[src/hdl/ps2sd_pkg.sv]
// Package for the PS/2 set 2 scancode decoder: event and result types,
// scancode constants and the key map functions. No dependencies.
`timescale 1ns / 1ps

package ps2sd_pkg;

    // Queue between the front and back parts
    localparam int Q_DEPTH = 2;
    localparam int Q_AW    = 1;
    localparam int Q_CW    = 2;

    // Prefix bytes
    localparam logic [7:0] SC_EXT_PREFIX = 8'hE0;
    localparam logic [7:0] SC_BRK_PREFIX = 8'hF0;

    // Modifier and lock codes
    localparam logic [7:0] SC_LSHIFT = 8'h12;
    localparam logic [7:0] SC_RSHIFT = 8'h59;
    localparam logic [7:0] SC_CTRL   = 8'h14;
    localparam logic [7:0] SC_ALT    = 8'h11;
    localparam logic [7:0] SC_CAPS   = 8'h58;
    localparam logic [7:0] SC_NUMLK  = 8'h77;
    localparam logic [7:0] SC_SCROLL = 8'h7E;
    localparam logic [7:0] SC_LWIN   = 8'h1F;
    localparam logic [7:0] SC_RWIN   = 8'h27;

    // Special key codes start here
    localparam logic [7:0] VK_BASE = 8'h80;

    // One completed key event, from front to back
    typedef struct packed {
        logic [7:0] code;
        logic       ext;
        logic       make;
    } key_event_t;

    // Key map lookup result
    typedef struct packed {
        logic       known;
        logic [7:0] ch;
        logic       valid;
    } key_lookup_t;

    // One result word
    typedef struct packed {
        logic       known_key;
        logic [7:0] key_code;
        logic       pressed;
        logic       extended;
        logic [7:0] char_value;
        logic       char_valid;
        logic       shift_down;
        logic       ctrl_down;
        logic       alt_down;
        logic       caps_on;
        logic       numlk_on;
        logic       scroll_on;
    } key_result_t;

    // Lower case letter for a scancode, zero if not a letter
    function automatic logic [7:0] letter_of(input logic [7:0] sc);
        logic [7:0] c;
        begin
            unique case (sc)
                8'h15: c = "q"; 8'h1D: c = "w"; 8'h24: c = "e";
                8'h2D: c = "r"; 8'h2C: c = "t"; 8'h35: c = "y";
                8'h3C: c = "u"; 8'h43: c = "i"; 8'h44: c = "o";
                8'h4D: c = "p"; 8'h1C: c = "a"; 8'h1B: c = "s";
                8'h23: c = "d"; 8'h2B: c = "f"; 8'h34: c = "g";
                8'h33: c = "h"; 8'h3B: c = "j"; 8'h42: c = "k";
                8'h4B: c = "l"; 8'h1A: c = "z"; 8'h22: c = "x";
                8'h21: c = "c"; 8'h2A: c = "v"; 8'h32: c = "b";
                8'h31: c = "n"; 8'h3A: c = "m";
                default: c = 8'h00;
            endcase
            return c;
        end
    endfunction

    // Main block map (no E0 prefix)
    function automatic key_lookup_t map_main(input logic [7:0] sc, input logic sh,
                                             input logic ctrl, input logic caps,
                                             input logic numlk);
        key_lookup_t m;
        logic [7:0]  lo;
        begin
            lo = letter_of(sc);
            m.known = 1'b1;
            m.valid = 1'b1;
            m.ch    = 8'h00;
            if (lo != 8'h00)
            begin
                if (ctrl)
                    m.ch = lo - 8'h60;
                else if (sh ^ caps)
                    m.ch = lo - 8'h20;
                else
                    m.ch = lo;
            end
            else
            begin
                unique case (sc)
                    8'h0E: m.ch = sh ? "~" : 8'h60;
                    8'h16: m.ch = sh ? "!" : "1";
                    8'h1E: m.ch = sh ? "@" : "2";
                    8'h26: m.ch = sh ? "#" : "3";
                    8'h25: m.ch = sh ? "$" : "4";
                    8'h2E: m.ch = sh ? "%" : "5";
                    8'h36: m.ch = sh ? "^" : "6";
                    8'h3D: m.ch = sh ? "&" : "7";
                    8'h3E: m.ch = sh ? "*" : "8";
                    8'h46: m.ch = sh ? "(" : "9";
                    8'h45: m.ch = sh ? ")" : "0";
                    8'h4E: m.ch = sh ? "_" : "-";
                    8'h55: m.ch = sh ? "+" : "=";
                    8'h54: m.ch = sh ? "{" : "[";
                    8'h5B: m.ch = sh ? "}" : "]";
                    8'h5D: m.ch = sh ? 8'h7C : 8'h5C;
                    8'h4C: m.ch = sh ? ":" : ";";
                    8'h52: m.ch = sh ? 8'h22 : 8'h27;
                    8'h41: m.ch = sh ? "<" : ",";
                    8'h49: m.ch = sh ? ">" : ".";
                    8'h4A: m.ch = sh ? "?" : "/";
                    8'h66: m.ch = 8'h08;
                    8'h0D: m.ch = 8'h09;
                    8'h5A: m.ch = 8'h0D;
                    8'h29: m.ch = 8'h20;
                    8'h76: m.ch = 8'h1B;
                    8'h79: m.ch = "+";
                    8'h7B: m.ch = "-";
                    8'h7C: m.ch = "*";
                    // keypad digits follow num lock
                    8'h70: begin m.ch = "0"; m.valid = numlk; end
                    8'h69: begin m.ch = "1"; m.valid = numlk; end
                    8'h72: begin m.ch = "2"; m.valid = numlk; end
                    8'h7A: begin m.ch = "3"; m.valid = numlk; end
                    8'h6B: begin m.ch = "4"; m.valid = numlk; end
                    8'h73: begin m.ch = "5"; m.valid = numlk; end
                    8'h74: begin m.ch = "6"; m.valid = numlk; end
                    8'h6C: begin m.ch = "7"; m.valid = numlk; end
                    8'h75: begin m.ch = "8"; m.valid = numlk; end
                    8'h7D: begin m.ch = "9"; m.valid = numlk; end
                    8'h71: begin m.ch = "."; m.valid = numlk; end
                    // function keys
                    8'h05: begin m.ch = VK_BASE + 8'd0;  m.valid = 1'b0; end
                    8'h06: begin m.ch = VK_BASE + 8'd1;  m.valid = 1'b0; end
                    8'h04: begin m.ch = VK_BASE + 8'd2;  m.valid = 1'b0; end
                    8'h0C: begin m.ch = VK_BASE + 8'd3;  m.valid = 1'b0; end
                    8'h03: begin m.ch = VK_BASE + 8'd4;  m.valid = 1'b0; end
                    8'h0B: begin m.ch = VK_BASE + 8'd5;  m.valid = 1'b0; end
                    8'h83: begin m.ch = VK_BASE + 8'd6;  m.valid = 1'b0; end
                    8'h0A: begin m.ch = VK_BASE + 8'd7;  m.valid = 1'b0; end
                    8'h01: begin m.ch = VK_BASE + 8'd8;  m.valid = 1'b0; end
                    8'h09: begin m.ch = VK_BASE + 8'd9;  m.valid = 1'b0; end
                    8'h78: begin m.ch = VK_BASE + 8'd10; m.valid = 1'b0; end
                    8'h07: begin m.ch = VK_BASE + 8'd11; m.valid = 1'b0; end
                    default:
                    begin
                        m.ch    = 8'h00;
                        m.valid = 1'b0;
                        m.known = 1'b0;
                    end
                endcase
            end
            return m;
        end
    endfunction

    // Extended (E0) map
    function automatic key_lookup_t map_ext(input logic [7:0] sc);
        key_lookup_t m;
        begin
            m.known = 1'b1;
            m.valid = 1'b0;
            m.ch    = 8'h00;
            unique case (sc)
                8'h69: m.ch = VK_BASE + 8'd12;
                8'h6B: m.ch = VK_BASE + 8'd13;
                8'h6C: m.ch = VK_BASE + 8'd14;
                8'h70: m.ch = VK_BASE + 8'd15;
                8'h72: m.ch = VK_BASE + 8'd16;
                8'h74: m.ch = VK_BASE + 8'd17;
                8'h75: m.ch = VK_BASE + 8'd18;
                8'h7A: m.ch = VK_BASE + 8'd19;
                8'h7D: m.ch = VK_BASE + 8'd20;
                8'h2F: m.ch = VK_BASE + 8'd21;
                8'h71: begin m.ch = 8'h7F; m.valid = 1'b1; end
                8'h5A: begin m.ch = 8'h0D; m.valid = 1'b1; end
                8'h4A: begin m.ch = "/";   m.valid = 1'b1; end
                default: m.known = 1'b0;
            endcase
            return m;
        end
    endfunction

endpackage

[src/hdl/ps2sd_front.sv]
// Front part: takes raw bytes, absorbs E0/F0 prefixes and pushes completed
// key events into the queue. Depends on ps2sd_pkg.
`timescale 1ns / 1ps

module ps2sd_front
    import ps2sd_pkg::*;
(
    input  logic       clk,
    input  logic       rst_n,
    input  logic       scan_valid,
    output logic       scan_ready,
    input  logic [7:0] scan_byte,
    input  logic       q_full,
    output logic       q_push,
    output key_event_t q_wdata
);

    logic ext_pending_reg,   ext_pending_next;
    logic break_pending_reg, break_pending_next;
    logic accept;
    logic is_ext, is_brk;

    // Classify the incoming byte
    assign scan_ready = !q_full;
    assign accept     = scan_valid && scan_ready;
    assign is_ext     = (scan_byte == SC_EXT_PREFIX);
    assign is_brk     = (scan_byte == SC_BRK_PREFIX);

    // Event word for the queue
    assign q_push       = accept && !is_ext && !is_brk;
    assign q_wdata.code = scan_byte;
    assign q_wdata.ext  = ext_pending_reg;
    assign q_wdata.make = !break_pending_reg;

    // Prefix flags: set by their prefix, cleared by any accepted non-prefix byte
    always_comb
    begin
        ext_pending_next   = ext_pending_reg;
        break_pending_next = break_pending_reg;
        if (accept)
        begin
            priority if (is_ext)
                ext_pending_next = 1'b1;
            else if (is_brk)
                break_pending_next = 1'b1;
            else
            begin
                ext_pending_next   = 1'b0;
                break_pending_next = 1'b0;
            end
        end
    end

    always_ff @(posedge clk or negedge rst_n)
    begin
        if (!rst_n)
        begin
            ext_pending_reg   <= 1'b0;
            break_pending_reg <= 1'b0;
        end
        else
        begin
            ext_pending_reg   <= ext_pending_next;
            break_pending_reg <= break_pending_next;
        end
    end

endmodule

[src/hdl/ps2sd_queue.sv]
// Short event queue between front and back parts.
// Depends on ps2sd_pkg.
`timescale 1ns / 1ps

module ps2sd_queue
    import ps2sd_pkg::*;
(
    input  logic       clk,
    input  logic       rst_n,
    input  logic       push,
    input  key_event_t wdata,
    input  logic       pop,
    output key_event_t rdata,
    output logic       full,
    output logic       empty
);

    key_event_t            entry_reg [Q_DEPTH];
    logic [Q_AW-1:0]       wr_ptr_reg, wr_ptr_next;
    logic [Q_AW-1:0]       rd_ptr_reg, rd_ptr_next;
    logic [Q_CW-1:0]       count_reg,  count_next;

    assign full  = (count_reg == Q_CW'(Q_DEPTH));
    assign empty = (count_reg == '0);
    assign rdata = entry_reg[rd_ptr_reg];

    // Pointer and count update
    always_comb
    begin
        wr_ptr_next = wr_ptr_reg;
        rd_ptr_next = rd_ptr_reg;
        count_next  = count_reg;
        if (push)
            wr_ptr_next = (wr_ptr_reg == Q_AW'(Q_DEPTH - 1)) ? '0 : wr_ptr_reg + 1'b1;
        if (pop)
            rd_ptr_next = (rd_ptr_reg == Q_AW'(Q_DEPTH - 1)) ? '0 : rd_ptr_reg + 1'b1;
        if (push && !pop)
            count_next = count_reg + 1'b1;
        else if (pop && !push)
            count_next = count_reg - 1'b1;
    end

    always_ff @(posedge clk or negedge rst_n)
    begin
        if (!rst_n)
        begin
            wr_ptr_reg <= '0;
            rd_ptr_reg <= '0;
            count_reg  <= '0;
        end
        else
        begin
            wr_ptr_reg <= wr_ptr_next;
            rd_ptr_reg <= rd_ptr_next;
            count_reg  <= count_next;
        end
    end

    // Storage
    always_ff @(posedge clk)
    begin
        if (push)
            entry_reg[wr_ptr_reg] <= wdata;
    end

endmodule

[src/hdl/ps2sd_back.sv]
// Back part: tracks modifiers and locks, maps key events to characters and
// holds the result in an output register. Depends on ps2sd_pkg.
`timescale 1ns / 1ps

module ps2sd_back
    import ps2sd_pkg::*;
(
    input  logic        clk,
    input  logic        rst_n,
    input  logic        q_empty,
    input  key_event_t  q_rdata,
    output logic        q_pop,
    output logic        result_valid,
    input  logic        result_ready,
    output key_result_t result
);

    logic lshift_reg, lshift_next;
    logic rshift_reg, rshift_next;
    logic lctrl_reg,  lctrl_next;
    logic rctrl_reg,  rctrl_next;
    logic lalt_reg,   lalt_next;
    logic ralt_reg,   ralt_next;
    logic caps_reg,   caps_next;
    logic numlk_reg,  numlk_next;
    logic scroll_reg, scroll_next;
    logic        out_valid_reg, out_valid_next;
    key_result_t result_reg,    result_next;
    key_lookup_t map_main_w, map_ext_w, map_sel;
    logic        is_mod;
    logic        sh, ctrl, mk;
    logic [7:0]  code;

    // Take the next event when the output register is free or draining
    assign q_pop = !q_empty && (!out_valid_reg || result_ready);

    assign code = q_rdata.code;
    assign mk   = q_rdata.make;
    assign sh   = lshift_reg | rshift_reg;
    assign ctrl = lctrl_reg | rctrl_reg;

    assign map_main_w = map_main(code, sh, ctrl, caps_reg, numlk_reg);
    assign map_ext_w  = map_ext(code);

    // Modifier and lock tracking; win keys are recognized but not reported
    always_comb
    begin
        lshift_next = lshift_reg;
        rshift_next = rshift_reg;
        lctrl_next  = lctrl_reg;
        rctrl_next  = rctrl_reg;
        lalt_next   = lalt_reg;
        ralt_next   = ralt_reg;
        caps_next   = caps_reg;
        numlk_next  = numlk_reg;
        scroll_next = scroll_reg;
        is_mod      = 1'b1;
        if (q_rdata.ext)
        begin
            priority if (code == SC_CTRL)
                rctrl_next = mk;
            else if (code == SC_ALT)
                ralt_next = mk;
            else if (code == SC_LWIN || code == SC_RWIN)
                is_mod = 1'b1;
            else
                is_mod = 1'b0;
        end
        else
        begin
            priority if (code == SC_LSHIFT)
                lshift_next = mk;
            else if (code == SC_RSHIFT)
                rshift_next = mk;
            else if (code == SC_CTRL)
                lctrl_next = mk;
            else if (code == SC_ALT)
                lalt_next = mk;
            else if (code == SC_CAPS)
                caps_next = caps_reg ^ mk;
            else if (code == SC_NUMLK)
                numlk_next = numlk_reg ^ mk;
            else if (code == SC_SCROLL)
                scroll_next = scroll_reg ^ mk;
            else
                is_mod = 1'b0;
        end
    end

    // Result word
    always_comb
    begin
        if (is_mod)
        begin
            map_sel.known = 1'b1;
            map_sel.ch    = 8'h00;
            map_sel.valid = 1'b0;
        end
        else if (q_rdata.ext)
            map_sel = map_ext_w;
        else
            map_sel = map_main_w;

        result_next.known_key  = map_sel.known;
        result_next.key_code   = code;
        result_next.pressed    = mk;
        result_next.extended   = q_rdata.ext;
        result_next.char_value = map_sel.ch;
        result_next.char_valid = map_sel.valid;
        result_next.shift_down = lshift_next | rshift_next;
        result_next.ctrl_down  = lctrl_next | rctrl_next;
        result_next.alt_down   = lalt_next | ralt_next;
        result_next.caps_on    = caps_next;
        result_next.numlk_on   = numlk_next;
        result_next.scroll_on  = scroll_next;
    end

    // Output register valid
    always_comb
    begin
        if (q_pop)
            out_valid_next = 1'b1;
        else if (result_ready)
            out_valid_next = 1'b0;
        else
            out_valid_next = out_valid_reg;
    end

    assign result_valid = out_valid_reg;
    assign result       = result_reg;

    always_ff @(posedge clk or negedge rst_n)
    begin
        if (!rst_n)
        begin
            lshift_reg    <= 1'b0;
            rshift_reg    <= 1'b0;
            lctrl_reg     <= 1'b0;
            rctrl_reg     <= 1'b0;
            lalt_reg      <= 1'b0;
            ralt_reg      <= 1'b0;
            caps_reg      <= 1'b0;
            numlk_reg     <= 1'b0;
            scroll_reg    <= 1'b0;
            out_valid_reg <= 1'b0;
        end
        else
        begin
            out_valid_reg <= out_valid_next;
            if (q_pop)
            begin
                lshift_reg <= lshift_next;
                rshift_reg <= rshift_next;
                lctrl_reg  <= lctrl_next;
                rctrl_reg  <= rctrl_next;
                lalt_reg   <= lalt_next;
                ralt_reg   <= ralt_next;
                caps_reg   <= caps_next;
                numlk_reg  <= numlk_next;
                scroll_reg <= scroll_next;
            end
        end
    end

    // Payload register
    always_ff @(posedge clk)
    begin
        if (q_pop)
            result_reg <= result_next;
    end

endmodule

[src/hdl/ps2_set2_scancode_decoder.sv]
// PS/2 set 2 scancode decoder top level: front, event queue and back.
// Depends on ps2sd_pkg, ps2sd_front, ps2sd_queue, ps2sd_back.
`timescale 1ns / 1ps

// Takes one keyboard byte per cycle on scan_valid/scan_ready while the
// event queue is not full. E0 and F0 prefix bytes are absorbed and
// give no word; every other byte gives one result word on
// result_valid/result_ready, carrying the key's character or special-key
// code and the modifier and lock state after that key. A byte that
// completes a key is written into the event queue when it is accepted
// and moves on into the output register, which drives result_valid, once
// that register is free or being taken; one byte per cycle is sustained
// while the output is taken. With the output stalled, the output register
// and the two-entry event queue hold three keys before scan_ready drops.
module ps2_set2_scancode_decoder
    import ps2sd_pkg::*;
(
    input  logic       clk,
    input  logic       rst_n,
    input  logic       scan_valid,
    output logic       scan_ready,
    input  logic [7:0] scan_byte,
    output logic       result_valid,
    input  logic       result_ready,
    output logic       known_key,
    output logic [7:0] key_code,
    output logic       pressed,
    output logic       extended,
    output logic [7:0] char_value,
    output logic       char_valid,
    output logic       shift_down,
    output logic       ctrl_down,
    output logic       alt_down,
    output logic       caps_on,
    output logic       numlk_on,
    output logic       scroll_on
);

    key_event_t  q_wdata, q_rdata;
    logic        q_push, q_pop, q_full, q_empty;
    key_result_t result;

    ps2sd_front u_front (
        .clk        (clk),
        .rst_n      (rst_n),
        .scan_valid (scan_valid),
        .scan_ready (scan_ready),
        .scan_byte  (scan_byte),
        .q_full     (q_full),
        .q_push     (q_push),
        .q_wdata    (q_wdata)
    );

    ps2sd_queue u_queue (
        .clk   (clk),
        .rst_n (rst_n),
        .push  (q_push),
        .wdata (q_wdata),
        .pop   (q_pop),
        .rdata (q_rdata),
        .full  (q_full),
        .empty (q_empty)
    );

    ps2sd_back u_back (
        .clk          (clk),
        .rst_n        (rst_n),
        .q_empty      (q_empty),
        .q_rdata      (q_rdata),
        .q_pop        (q_pop),
        .result_valid (result_valid),
        .result_ready (result_ready),
        .result       (result)
    );

    // Unpack the result word
    assign known_key  = result.known_key;
    assign key_code   = result.key_code;
    assign pressed    = result.pressed;
    assign extended   = result.extended;
    assign char_value = result.char_value;
    assign char_valid = result.char_valid;
    assign shift_down = result.shift_down;
    assign ctrl_down  = result.ctrl_down;
    assign alt_down   = result.alt_down;
    assign caps_on    = result.caps_on;
    assign numlk_on   = result.numlk_on;
    assign scroll_on  = result.scroll_on;

endmodule
[config.mk]
export PLATFORM = sky130hd
export DESIGN_NAME = ps2_set2_scancode_decoder
export DESIGN_NICKNAME = d
export VERILOG_FILES = /design/src/hdl/ps2sd_pkg.sv /design/src/hdl/ps2sd_front.sv /design/src/hdl/ps2sd_queue.sv /design/src/hdl/ps2sd_back.sv /design/src/hdl/ps2_set2_scancode_decoder.sv
export SDC_FILE = /design/constraint.sdc
export NUM_CORES = 1
export LEC_CHECK = 0
export ABC_AREA = 0
export BUFFER_PORTS_ARGS = -buffer_cell sky130_fd_sc_hd__buf_4
export CORE_MARGIN = 10
export CORE_UTILIZATION = 47
export CTS_CLUSTER_SIZE = 28
export DETAILED_ROUTE_END_ITERATION = 12
export PLACE_DENSITY = 0.65
export REMOVE_ABC_BUFFERS = 1
export SYNTH_ARGS = -nofsm -noshare
export SYNTH_HDL_FRONTEND = slang
export SYNTH_SLANG_ARGS = --single-unit
[constraint.sdc]
create_clock -name clk -period 8.7 [get_ports clk]
set_clock_uncertainty 0.2 [all_clocks]
set_input_delay 0.87 -clock clk [delete_from_list [all_inputs] [get_ports clk]]
set_output_delay 0.87 -clock clk [all_outputs]
set_load 0.01 [all_outputs]
==> results of run 1 <==
## worst register-to-register path: stages, from the launching register on
cell and delay, ns:
sky130_fd_sc_hd__dfrtp_2 0.55, sky130_fd_sc_hd__mux2i_1 0.56, sky130_fd_sc_hd__inv_2 0.14, sky130_fd_sc_hd__ha_1 0.34, sky130_fd_sc_hd__and4bb_1 0.30, sky130_fd_sc_hd__nor2_2 0.56, sky130_fd_sc_hd__o221ai_2 0.23, sky130_fd_sc_hd__a211oi_2 0.37
sky130_fd_sc_hd__nand4_1 0.20, sky130_fd_sc_hd__nor3b_4 0.41, sky130_fd_sc_hd__a31oi_1 0.12, sky130_fd_sc_hd__or3_1 0.36
## routing by layer
metal | wire length [um] | vias to the layer above | share of wire, % | track usage (%)
met5 | 0 | - | 0 | 0
met4 | 742 | 0 | 4.4 | 12.2
met3 | 1790 | 63 | 11 | 6.61
met2 | 7540 | 280 | 44 | 33.6
met1 | 6950 | 2296 | 41 | 30.3
li1 | - | 2113 | - | -
## stage by stage
stage               instance area (um2)  instances
floorplan                          4730        497
global placement                   5260        679
detailed placement                 5260        679
CTS                                5450        695
global route                       5450        695
finish                             5450        695
## area by class of cell
type	count	area (um2)	share of cell area, %
multi-input combinational	415	2890	52.9
sequential	62	1780	32.7
timing repair buffer	46	345	6.33
tap	136	170	3.12
clock buffer	12	166	3.05
inverter	20	75.1	1.38
clock inverter	4	26.3	0.482
## kinds of logic (layout without fill, tap and decap cells)
group,after synthesis,in the layout
xor+xnor,12,12
simple gates,185,185
mux,18,18
buf+inv,48,82
compound gates,190,190
fa+ha+maj,10,10
flops,62,62
## how the worst min path moves through the flow
stage                                       start                       to  slack [ns]  cells after the start
after floorplan           u_front.ext_pending_reg  u_queue.entry_reg[0][1]        0.24                      0
after global placement    u_front.ext_pending_reg  u_queue.entry_reg[0][1]        0.25                      0
after detailed placement  u_front.ext_pending_reg  u_queue.entry_reg[1][1]        0.26                      0
after CTS                                   rst_n          u_back.caps_reg        0.17                      1
after global routing                        rst_n         u_back.numlk_reg        0.16                      1
final                                       rst_n         u_back.numlk_reg        0.18                      1
## power by group
group | internal [mW] | switching (mW)
clock network | 0.130 | 0.125
logic | 0.395 | 0.705
registers | 0.462 | 0.0844
## synth_stat cells, drive strengths merged, types with 5 or more instances
cell type and count:
a31oi 17, nor2 47, buf 15, xnor2 7
dfrtp 16, a211oi 11, edfxtp 46, nand2b 5
nor3b 8, nand4 7, nand3 14, nor4b 5
or2 8, ha 10, nand2 41, a21o 7
o22ai 16, o21ai 34, xor2 5, nor3 16
inv 20, clkbuf 13, o221ai 5, a21oi 45
mux2i 15, and3b 6
==> impl_metrics.csv, run 1 <==
group,metric,value,unit
timing,setup_viol,0,
clock_network,cts-root-to-sink-buffers,2,
synth,yosys_most_used_dff,"sky130_fd_sc_hd__edfxtp_1",
synth,yosysTopAreaCell,"sky130_fd_sc_hd__edfxtp_1",
clock_network,hold_fix_buffers_at_cts,0,
timing,time_the_worst_path_needs_with_i_o_delays_and_setup,4.60,ns
clock_network,clock_tree.htree_level_count,3,
global_route,grt_max_degree,44,
timing,hold_viol,0,
critical_path,regToRegEndpoint,"u_back.result[25]",
min_path,holdCritPathClass,"input port to asynchronous set/reset pin",
critical_path,crit_slowest_cell,"sky130_fd_sc_hd__mux2i_1",
final_layout,final_core_util,53.3,%
synth,synthesis.yosys.warnings,0,
global_route,track_usage,23.0,%
synth,yosysUniqueCellTypes,90,
synth,ys_top_cells_by_area,"sky130_fd_sc_hd__edfxtp_1 28%, sky130_fd_sc_hd__dfrtp_1 8.2%, sky130_fd_sc_hd__a21oi_1 4.4%",
synth,ys_ff_latch,62,
synth,synth-simple-area-share,21.9,%
power_and_ir_drop,report.power.total,1.90,mW
critical_path,timing.critical_path.from_type,"register",
clock_network,cts_buffers,9,
critical_path,cp_data_arrival_time,4.50,ns
critical_path,critPathTopFamily,"simple AND/OR/NAND/NOR gates",
floorplan,rows,37,
critical_path,critPathCaptureType,"register",
detailed_routing,post_detailed_route_count_of_antenna_violating_nets,0,
synth,post_synth_edffs,46,
power_and_ir_drop,vdd_ir_drop_max,0.236,mV
critical_path,worst_setup_path_category,"register to register",
floorplan,floorplan.die.height,122,um
timing,fin_hold_ws,0.176,ns
critical_path,worst-path-buf-inv,1,
timing,fmaxAchievable,0.218,GHz
timing,rsz0062_at_grt,"false",
critical_path,setup.worst_path.start,"u_queue.rd_ptr_reg",
synth,synthAdderAreaFrac,2.55,%
critical_path,crit_required,8.61,ns
synth,syn_avg_cell_area,9.33,um2
timing,finalCritPeriodShare,52.8,%
clock_network,post_cts.resized_instances,0,
final_layout,post_route_cells_drive_above_1_share,19.1,%
placed_design,globalplace.congestion,0.996,
detailed_routing,vias,4752,
flow_run,maxCapViolCount,0,
synth,synth_top_family_by_area,"compound AO/OA/AOI/OAI gates",
final_layout,final_cell_mix,"46 x sky130_fd_sc_hd__buf_4, 46 x sky130_fd_sc_hd__edfxtp_1, 42 x sky130_fd_sc_hd__nor2_1, 42 x sky130_fd_sc_hd__a21oi_1, 41 x sky130_fd_sc_hd__nand2_1",
power_and_ir_drop,power.density_cell_area,349,nW/um2
status,status,"complete, no violations",
final_layout,syn_to_final_growth,11.3,%
global_route,via_count_of_the_first_global_routing_pass,4558,
timing,finalWorstSetupSlack,4.10,ns
detailed_routing,detail_route.wirelength,17000,um
floorplan,chipWidth,122,um
synth,syn-instance-count,525,
final_layout,fill_cell_total_of_the_finished_layout,952,
global_route,grt_first_pass_wirelength,26500,um
synth,seq_area_frac_synth,36.4,%
timing,setup_total_negative_slack,0,ns
synth,netlist_area,4900,um2
critical_path,max_stage_delay,0.56,ns
synth,synth_mux_area_share,4.85,%
critical_path,timing.critical_path.cells,"mux2i_1, inv_2, ha_1, and4bb_1, nor2_2, o221ai_2, a211oi_2, nand4_1, nor3b_4, a31oi_1, or3_1",
detailed_routing,drt-wirelength-per-cell,24.5,um
clock_network,clkSinkCount,62,
critical_path,cp_max_fo,14,
critical_path,crit_cells,11,
floorplan,floorplan.die_area,14900,um2
critical_path,critical_path.reg2reg.startpoint,"u_queue.rd_ptr_reg",
timing,timing.final.max_slew_violations,0,
floorplan,floorplan.initialDensity,47.9,%
floorplan,coreArea,10200,um2
global_route,grt-ovfl-total,0,
power_and_ir_drop,p_leak,2.04,nW
critical_path,setup.worst_path.end,"u_back.result[25]",
clock_network,cts_tree,"built",
synth,async_flop_share,25.8,%
detailed_routing,route.detailed.drc,0,
timing,max_slew.worst_pin.slew,0.874,ns
clock_network,clk_transition_reported_paths,0.08,ns
critical_path,r2r_setup_slack,4.10,ns
detailed_routing,detail_route.iter0.violations,630,
detailed_routing,via_per_inst,6.84,
final_layout,net_count_reported_at_finish,576,
clock_network,clock_tree.root_cell,"sky130_fd_sc_hd__clkbuf_8",
timing,slew_headroom,41.3,%
global_route,antenna_found_initial,0,
placed_design,placement.io_buffers,39,
placed_design,place.detailed.hpwl,12400,um
synth,yosys.area.top_type_share,28.2,%
clock_network,clkLatencyLatePin,0.36,ns
detailed_routing,detail_route.first_pass.iterations,6,
floorplan,io_pins,40,
synth,synth-compound-area-share,27.2,%
placed_design,pre_cts_ws,4.27,ns
clock_network,post-cts-setup-buffer-count,0,
final_layout,n_antenna_cell,0,
final_layout,largest_reg_flops,26,
critical_path,worstRegToRegCells,11,
synth,synth_xor_area_share,2.15,%
No activity file was read; power rests on OpenSTA's default activity.
==> inputs of run 2 (changes only) <==
--- a/config.mk
+++ b/config.mk
@@ -11,7 +11,7 @@
 export CORE_UTILIZATION = 47
 export CTS_CLUSTER_SIZE = 28
 export DETAILED_ROUTE_END_ITERATION = 12
-export PLACE_DENSITY = 0.65
+export PLACE_DENSITY = 0.68
 export REMOVE_ABC_BUFFERS = 1
 export SYNTH_ARGS = -nofsm -noshare
 export SYNTH_HDL_FRONTEND = slang
==> constraint.sdc (replaced) <==
create_clock -name clk -period 4.1 [get_ports clk]
set_clock_uncertainty 0.2 [all_clocks]
set_input_delay 0.41 -clock clk [delete_from_list [all_inputs] [get_ports clk]]
set_output_delay 0.41 -clock clk [all_outputs]
set_load 0.01 [all_outputs]
==> run 2 against run 1 <==
Effect of this change:
- critical path depth unchanged
- worst setup slack got worse by 3.9 ns
- largest power group unchanged
- non-clock buffer count increased by 25
- highest routed layer unchanged
- count of clock-buffer cells in the layout up 3
- sequential cell count unchanged
- routed wire length increased by 4.1%
- sequential power rose by 110%
- global-route usage is 0.94 points higher
==> impl_metrics.csv, run 2 (synthesis results as in run 1) <==
group,metric,value,unit
global_route,grt_busiest_layer,"met2",
power_and_ir_drop,vdd_ir_drop_max,0.426,mV
power_and_ir_drop,cellInternalPower,2.18,mW
global_route,grt_max_degree,44,
detailed_routing,vias,4858,
clock_network,cts_tree,"built",
final_layout,fill_cell_total_of_the_finished_layout,923,
power_and_ir_drop,power.share.switching,47.4,%
final_layout,layout.cells.most_common,"sky130_fd_sc_hd__buf_4",
clock_network,cts_buffers,9,
power_and_ir_drop,p_leak,2.14,nW
power_and_ir_drop,register_share_of_total_power,27.6,%
global_route,globalRouteMet3Util,5.55,%
final_layout,post_route_cells_drive_above_1_share,21.9,%
clock_network,post-cts-setup-buffer-count,0,
power_and_ir_drop,power.share.clock,12.5,%
floorplan,floorplan.initialDensity,47.9,%
clock_network,clkSinkCount,62,
global_route,track_usage,24.0,%
status,status,"complete, no violations",
placed_design,globalplace.congestion,1.08,
global_route,grt-ovfl-total,0,
critical_path,crit_required,3.99,ns
clock_network,clkLatencyLatePin,0.35,ns
floorplan,rows,37,
placed_design,place.detailed.hpwl,13300,um
clock_network,clk_transition_reported_paths,0.08,ns
clock_network,clock_tree.root_cell,"sky130_fd_sc_hd__clkbuf_8",
timing,max_slew.worst_pin.slew,0.920,ns
clock_network,cts-root-to-sink-buffers,2,
critical_path,timing.critical_path.from_type,"register",
critical_path,cp_max_fo,10,
power_and_ir_drop,sw_power,1.96,mW
final_layout,largest_reg_flops,26,
final_layout,syn_to_final_growth,14.9,%
critical_path,critPathCaptureType,"register",
floorplan,chipWidth,122,um
timing,finalCritPeriodShare,95.0,%
timing,fmaxAchievable,0.257,GHz
flow_run,maxCapViolCount,0,
detailed_routing,detail_route.iter0.violations,750,
power_and_ir_drop,report.power.total,4.14,mW
timing,time_the_worst_path_needs_with_i_o_delays_and_setup,3.90,ns
floorplan,coreArea,10200,um2
critical_path,cp_data_arrival_time,3.79,ns
detailed_routing,detail_route.first_pass.iterations,5,
power_and_ir_drop,power.combinational.fraction,59.8,%
timing,timing.final.max_slew_violations,0,
final_layout,final_cell_mix,"70 x sky130_fd_sc_hd__buf_4, 46 x sky130_fd_sc_hd__edfxtp_1, 42 x sky130_fd_sc_hd__nor2_1, 42 x sky130_fd_sc_hd__a21oi_1, 41 x sky130_fd_sc_hd__nand2_1",
timing,setup_viol,0,
timing,setup_total_negative_slack,0,ns
min_path,holdCritPathClass,"input port to register",
critical_path,r2r_setup_slack,0.20,ns
floorplan,floorplan.die_area,14900,um2
detailed_routing,detail_route.wirelength,17700,um
detailed_routing,drt-wirelength-per-cell,24.6,um
critical_path,max_stage_delay,0.47,ns
floorplan,floorplan.die.height,122,um
timing,rsz0062_at_grt,"false",
timing,slew_headroom,38.2,%
floorplan,io_pins,40,
global_route,groute.layer.met1.usage,32.0,%
detailed_routing,via_per_inst,6.75,
critical_path,worst_setup_path_category,"register to register",
final_layout,net_count_reported_at_finish,601,
global_route,grt_first_pass_wirelength,27600,um
critical_path,crit_slowest_cell,"sky130_fd_sc_hd__edfxtp_1",
global_route,groute.layer.met2.usage,36.2,%
timing,hold_viol,0,
global_route,antenna_found_initial,0,
final_layout,n_antenna_cell,0,
placed_design,placement.io_buffers,39,
clock_network,clock_tree.htree_level_count,3,
critical_path,timing.critical_path.cells,"mux2i_1, inv_2, ha_1, and4b_1, or2_0, o21ba_1, a211oi_2, nand4_1, nor3b_4, a31oi_1, or3_1",
detailed_routing,route.detailed.drc,0,
global_route,via_count_of_the_first_global_routing_pass,4630,
power_and_ir_drop,power.density_cell_area,736,nW/um2
detailed_routing,post_detailed_route_count_of_antenna_violating_nets,0,
==> run 2: changes by cell type in the layout (fill, tap and decap cells not counted), sizes merged <==
cell,previous run,this run
clkbuf,12,15
inv,23,20
buf,46,70
dlygate4sd3,0,1
==> run 2: cell type report <==
type	instances	area [um2]	share of cell area, %
timing repair buffer	71	536	9.51
sequential	62	1780	31.7
inverter	20	75.1	1.33
clock buffer	15	178	3.15
multi-input combinational	415	2890	51.2
clock inverter	1	5.00	0.0889
tap	136	170	3.02
==> run 2: power groups by stage <==
stage,Sequential [mW],Combinational (mW),Clock (mW)
2_1_floorplan,1.26,1.39,0
3_3_place_gp,1.15,2.44,0
3_5_place_dp,1.16,2.42,0
4_1_cts,1.14,2.43,0.523
5_1_grt,1.17,2.65,0.553
6_report,1.15,2.48,0.520
==> run 2: worst max-delay path: cells and delay by family, from the launching register on <==
| family | cells | cell delay, ns |
|---|---|---|
| adders and majority gates | 1 | 0.35 |
| and+or+nand+nor | 5 | 1.54 |
| buffers and inverters | 1 | 0.12 |
| AOI/OAI and AO/OA | 3 | 0.59 |
| muxes | 1 | 0.35 |
| DFF | 1 | 0.47 |
==> run 2: metal layers <==
layer  vias to the layer above  wire (um)
li1                       2160          -
met2                       355       7850
met5                         -          0
met1                      2285       7340
met4                         0        675
met3                        58       1850
==> run 2: worst paths after layout <==
check	start	to	depth (start not counted)
worst max-delay path	u_queue.entry_reg[1][3]	u_back.result[25]	11
worst min-delay path	result_ready	u_back.result_valid	2
max in group asynchronous	rst_n	u_queue.rd_ptr_reg	2
worst min register to register	u_front.ext_pending_reg	u_queue.entry_reg[1][1]	0
min in group asynchronous	rst_n	u_queue.rd_ptr_reg	2
worst max register to register	u_queue.entry_reg[1][3]	u_back.result[25]	11
==> run 2: metrics by stage <==
| step | util [%] | instance area [um2] | hold slack, ns | setup WS [ns] | std cells |
|---|---|---|---|---|---|
| floorplan | - | 4730 | -0.0856 | -0.610 | 497 |
| global placement | 53.2 | 5440 | 0.0948 | 0.427 | 703 |
| detailed placement | 53.2 | 5440 | 0.0956 | 0.287 | 703 |
| CTS | 55.0 | 5630 | 0.0435 | 0.243 | 720 |
| global route | 55.0 | 5630 | 0.0398 | 0.00126 | 720 |
| finish | 55.0 | 5630 | 0.0430 | 0.203 | 720 |
==> run 2: repair_timing <==
item                                   4_1_cts  5_1_grt
gates resized for setup                      0        0
hold buffers                                 1        0
endpoints found under the hold margin       16        0
==> inputs of run 3 (changes only) <==
--- a/config.mk
+++ b/config.mk
@@ -11,8 +11,9 @@
 export CORE_UTILIZATION = 47
 export CTS_CLUSTER_SIZE = 28
 export DETAILED_ROUTE_END_ITERATION = 12
-export PLACE_DENSITY = 0.68
+export PLACE_DENSITY = 0.65
 export REMOVE_ABC_BUFFERS = 1
+export SETUP_SLACK_MARGIN = 0.4
 export SYNTH_ARGS = -nofsm -noshare
 export SYNTH_HDL_FRONTEND = slang
 export SYNTH_SLANG_ARGS = --single-unit
==> constraint.sdc (replaced) <==
create_clock -name clk -period 4.4 [get_ports clk]
set_clock_uncertainty 0.2 [all_clocks]
set_input_delay 0.44 -clock clk [delete_from_list [all_inputs] [get_ports clk]]
set_output_delay 0.44 -clock clk [all_outputs]
set_load 0.01 [all_outputs]
==> run 3 against run 2 <==
Effect of this change:
- clock power about the same
- fmax increased by 0.92%
- global-route usage decreased by 0.49 points
- total power decreased by 4.5%
- routed wire length decreased by 2.0%
- count of clock-buffer cells in the layout decreased by 3
- design area increased by 0.53%
- sequential cell count unchanged
- critical path type unchanged
- highest routed layer unchanged
==> impl_metrics.csv, run 3 (synthesis results as in run 1) <==
group,metric,value,unit
status,status,"complete, no violations",
final_layout,fill_cell_total_of_the_finished_layout,914,
detailed_routing,vias,4833,
detailed_routing,detail_route.wirelength,17400,um
timing,timing.final.max_slew_violations,0,
detailed_routing,drt-wirelength-per-cell,24.2,um
clock_network,cts_buffers,9,
timing,setup_total_negative_slack,0,ns
clock_network,clkSinkCount,62,
timing,max_slew.worst_pin.slew,0.852,ns
power_and_ir_drop,cellInternalPower,2.10,mW
floorplan,floorplan.initialDensity,47.9,%
final_layout,layout.cells.most_common,"sky130_fd_sc_hd__buf_4",
placed_design,place.detailed.hpwl,12700,um
power_and_ir_drop,power.share.switching,46.8,%
global_route,grt_first_pass_wirelength,27100,um
global_route,antenna_found_initial,0,
critical_path,crit_required,4.30,ns
timing,hold_viol,0,
power_and_ir_drop,report.power.total,3.96,mW
critical_path,timing.critical_path.cells,"mux2i_2, inv_1, ha_2, and4b_1, or2_0, o21ba_1, a211oi_2, nand4_1, nor3b_4, a31oi_1, or3_1",
placed_design,globalplace.congestion,1.04,
floorplan,floorplan.die_area,14900,um2
power_and_ir_drop,sw_power,1.85,mW
timing,fmaxAchievable,0.259,GHz
final_layout,largest_reg_flops,26,
clock_network,cts_tree,"built",
global_route,grt_max_degree,41,
floorplan,floorplan.die.height,122,um
critical_path,crit_slowest_cell,"sky130_fd_sc_hd__dfrtp_2",
power_and_ir_drop,power.combinational.fraction,60.0,%
critical_path,critPathCaptureType,"register",
critical_path,worst_setup_path_category,"register to register",
timing,finalCritPeriodShare,87.8,%
power_and_ir_drop,power.density_cell_area,699,nW/um2
detailed_routing,post_detailed_route_count_of_antenna_violating_nets,0,
clock_network,clock_tree.root_cell,"sky130_fd_sc_hd__clkbuf_8",
floorplan,io_pins,40,
timing,setup_viol,0,
final_layout,multi_input_area,2920,um2
power_and_ir_drop,register_share_of_total_power,26.9,%
global_route,track_usage,23.5,%
final_layout,syn_to_final_growth,15.6,%
critical_path,cp_max_fo,10,
placed_design,placement.io_buffers,39,
power_and_ir_drop,p_leak,2.13,nW
power_and_ir_drop,vdd_ir_drop_max,0.408,mV
flow_run,maxCapViolCount,0,
detailed_routing,via_per_inst,6.73,
clock_network,clkLatencyLatePin,0.36,ns
floorplan,chipWidth,122,um
timing,slew_headroom,41.6,%
floorplan,coreArea,10200,um2
timing,rsz0062_at_grt,"false",
clock_network,clk_transition_reported_paths,0.08,ns
clock_network,cts-root-to-sink-buffers,2,
critical_path,timing.critical_path.from_type,"register",
final_layout,seqCellArea,1780,um2
floorplan,rows,37,
critical_path,max_stage_delay,0.43,ns
final_layout,net_count_reported_at_finish,599,
detailed_routing,route.detailed.drc,0,
final_layout,final_cell_mix,"68 x sky130_fd_sc_hd__buf_4, 46 x sky130_fd_sc_hd__edfxtp_1, 42 x sky130_fd_sc_hd__nor2_1, 42 x sky130_fd_sc_hd__a21oi_1, 41 x sky130_fd_sc_hd__nand2_1",
detailed_routing,detail_route.iter0.violations,751,
power_and_ir_drop,power.share.clock,13.1,%
clock_network,clock_tree.htree_level_count,3,
timing,time_the_worst_path_needs_with_i_o_delays_and_setup,3.86,ns
global_route,grt-ovfl-total,0,
detailed_routing,detail_route.first_pass.iterations,5,
min_path,holdCritPathClass,"input port to register",
critical_path,cp_data_arrival_time,3.77,ns
global_route,via_count_of_the_first_global_routing_pass,4687,
final_layout,n_antenna_cell,0,
final_layout,post_route_cells_drive_above_1_share,23.0,%
## run 3: worst paths after layout
| path | from | endpoint | slack [ns] | depth (start not counted) |
|---|---|---|---|---|
| worst max-delay path | u_queue.rd_ptr_reg | u_back.result[25] | 0.54 | 11 |
| worst min-delay path | result_ready | u_back.result_valid | 0.06 | 2 |
| worst max register to register | u_queue.rd_ptr_reg | u_back.result[25] | 0.54 | 11 |
| worst min register to register | u_front.ext_pending_reg | u_queue.entry_reg[0][1] | 0.28 | 0 |
| max in group asynchronous | rst_n | u_back.lalt_reg | 3.49 | 2 |
| min in group asynchronous | rst_n | u_queue.rd_ptr_reg | 0.29 | 2 |
## run 3: timing repair
item                       CTS  global route
hold endpoints to repair    16             0
gates cloned                 0             0
resized for setup            2             6
pin swaps                    0             2
setup buffers                0             5
hold buffers                 1             0
setup endpoints to repair    3             7
## run 3: critical path: cells and delay by family (launching register included)
kind	cells	cell delay, ns
flops	1	0.43
simple gates	5	1.53
mux	1	0.32
buf+inv	1	0.18
compound gates	3	0.62
fa+ha+maj	1	0.30
## run 3: routing by layer
layer | vias up | share of wire [%] | routed length [um] | global-route usage (%)
li1 | 2158 | - | - | -
met3 | 69 | 11 | 1840 | 4.53
met5 | - | 0 | 0 | 0
met2 | 328 | 45 | 7740 | 35.5
met4 | 0 | 4.9 | 856 | 12.2
met1 | 2278 | 40 | 6930 | 31.3
## run 3: per-stage QoR
step | hold slack (ns) | instances | utilization (%) | worst slack [ns] | instance area, um2
after floorplan | -0.0556 | 497 | - | -0.310 | 4730
after global placement | 0.126 | 696 | 52.6 | 0.425 | 5390
after detailed placement | 0.125 | 696 | 52.6 | 0.382 | 5390
after CTS | 0.0542 | 713 | 54.7 | 0.427 | 5600
after global routing | 0.0663 | 718 | 55.3 | 0.405 | 5660
final | 0.0597 | 718 | 55.3 | 0.539 | 5660
## run 3: cell type report
class                           instances  share of cell area (%)
Sequential cell                        62                    31.5
Timing Repair Buffer                   69                    9.19
Multi-Input combinational cell        415                    51.6
Inverter                               20                    1.33
Clock buffer                           12                    2.56
Tap cell                              136                    3.01
Clock inverter                          4                   0.840
## run 3: power groups by stage
stage / Sequential (mW) / Clock (mW) / Combinational (mW)
final: 1.06 / 0.520 / 2.37
after global routing: 1.09 / 0.554 / 2.54
after CTS: 1.06 / 0.528 / 2.23
after detailed placement: 1.07 / 0 / 2.22
after global placement: 1.07 / 0 / 2.23
after floorplan: 1.17 / 0 / 1.30
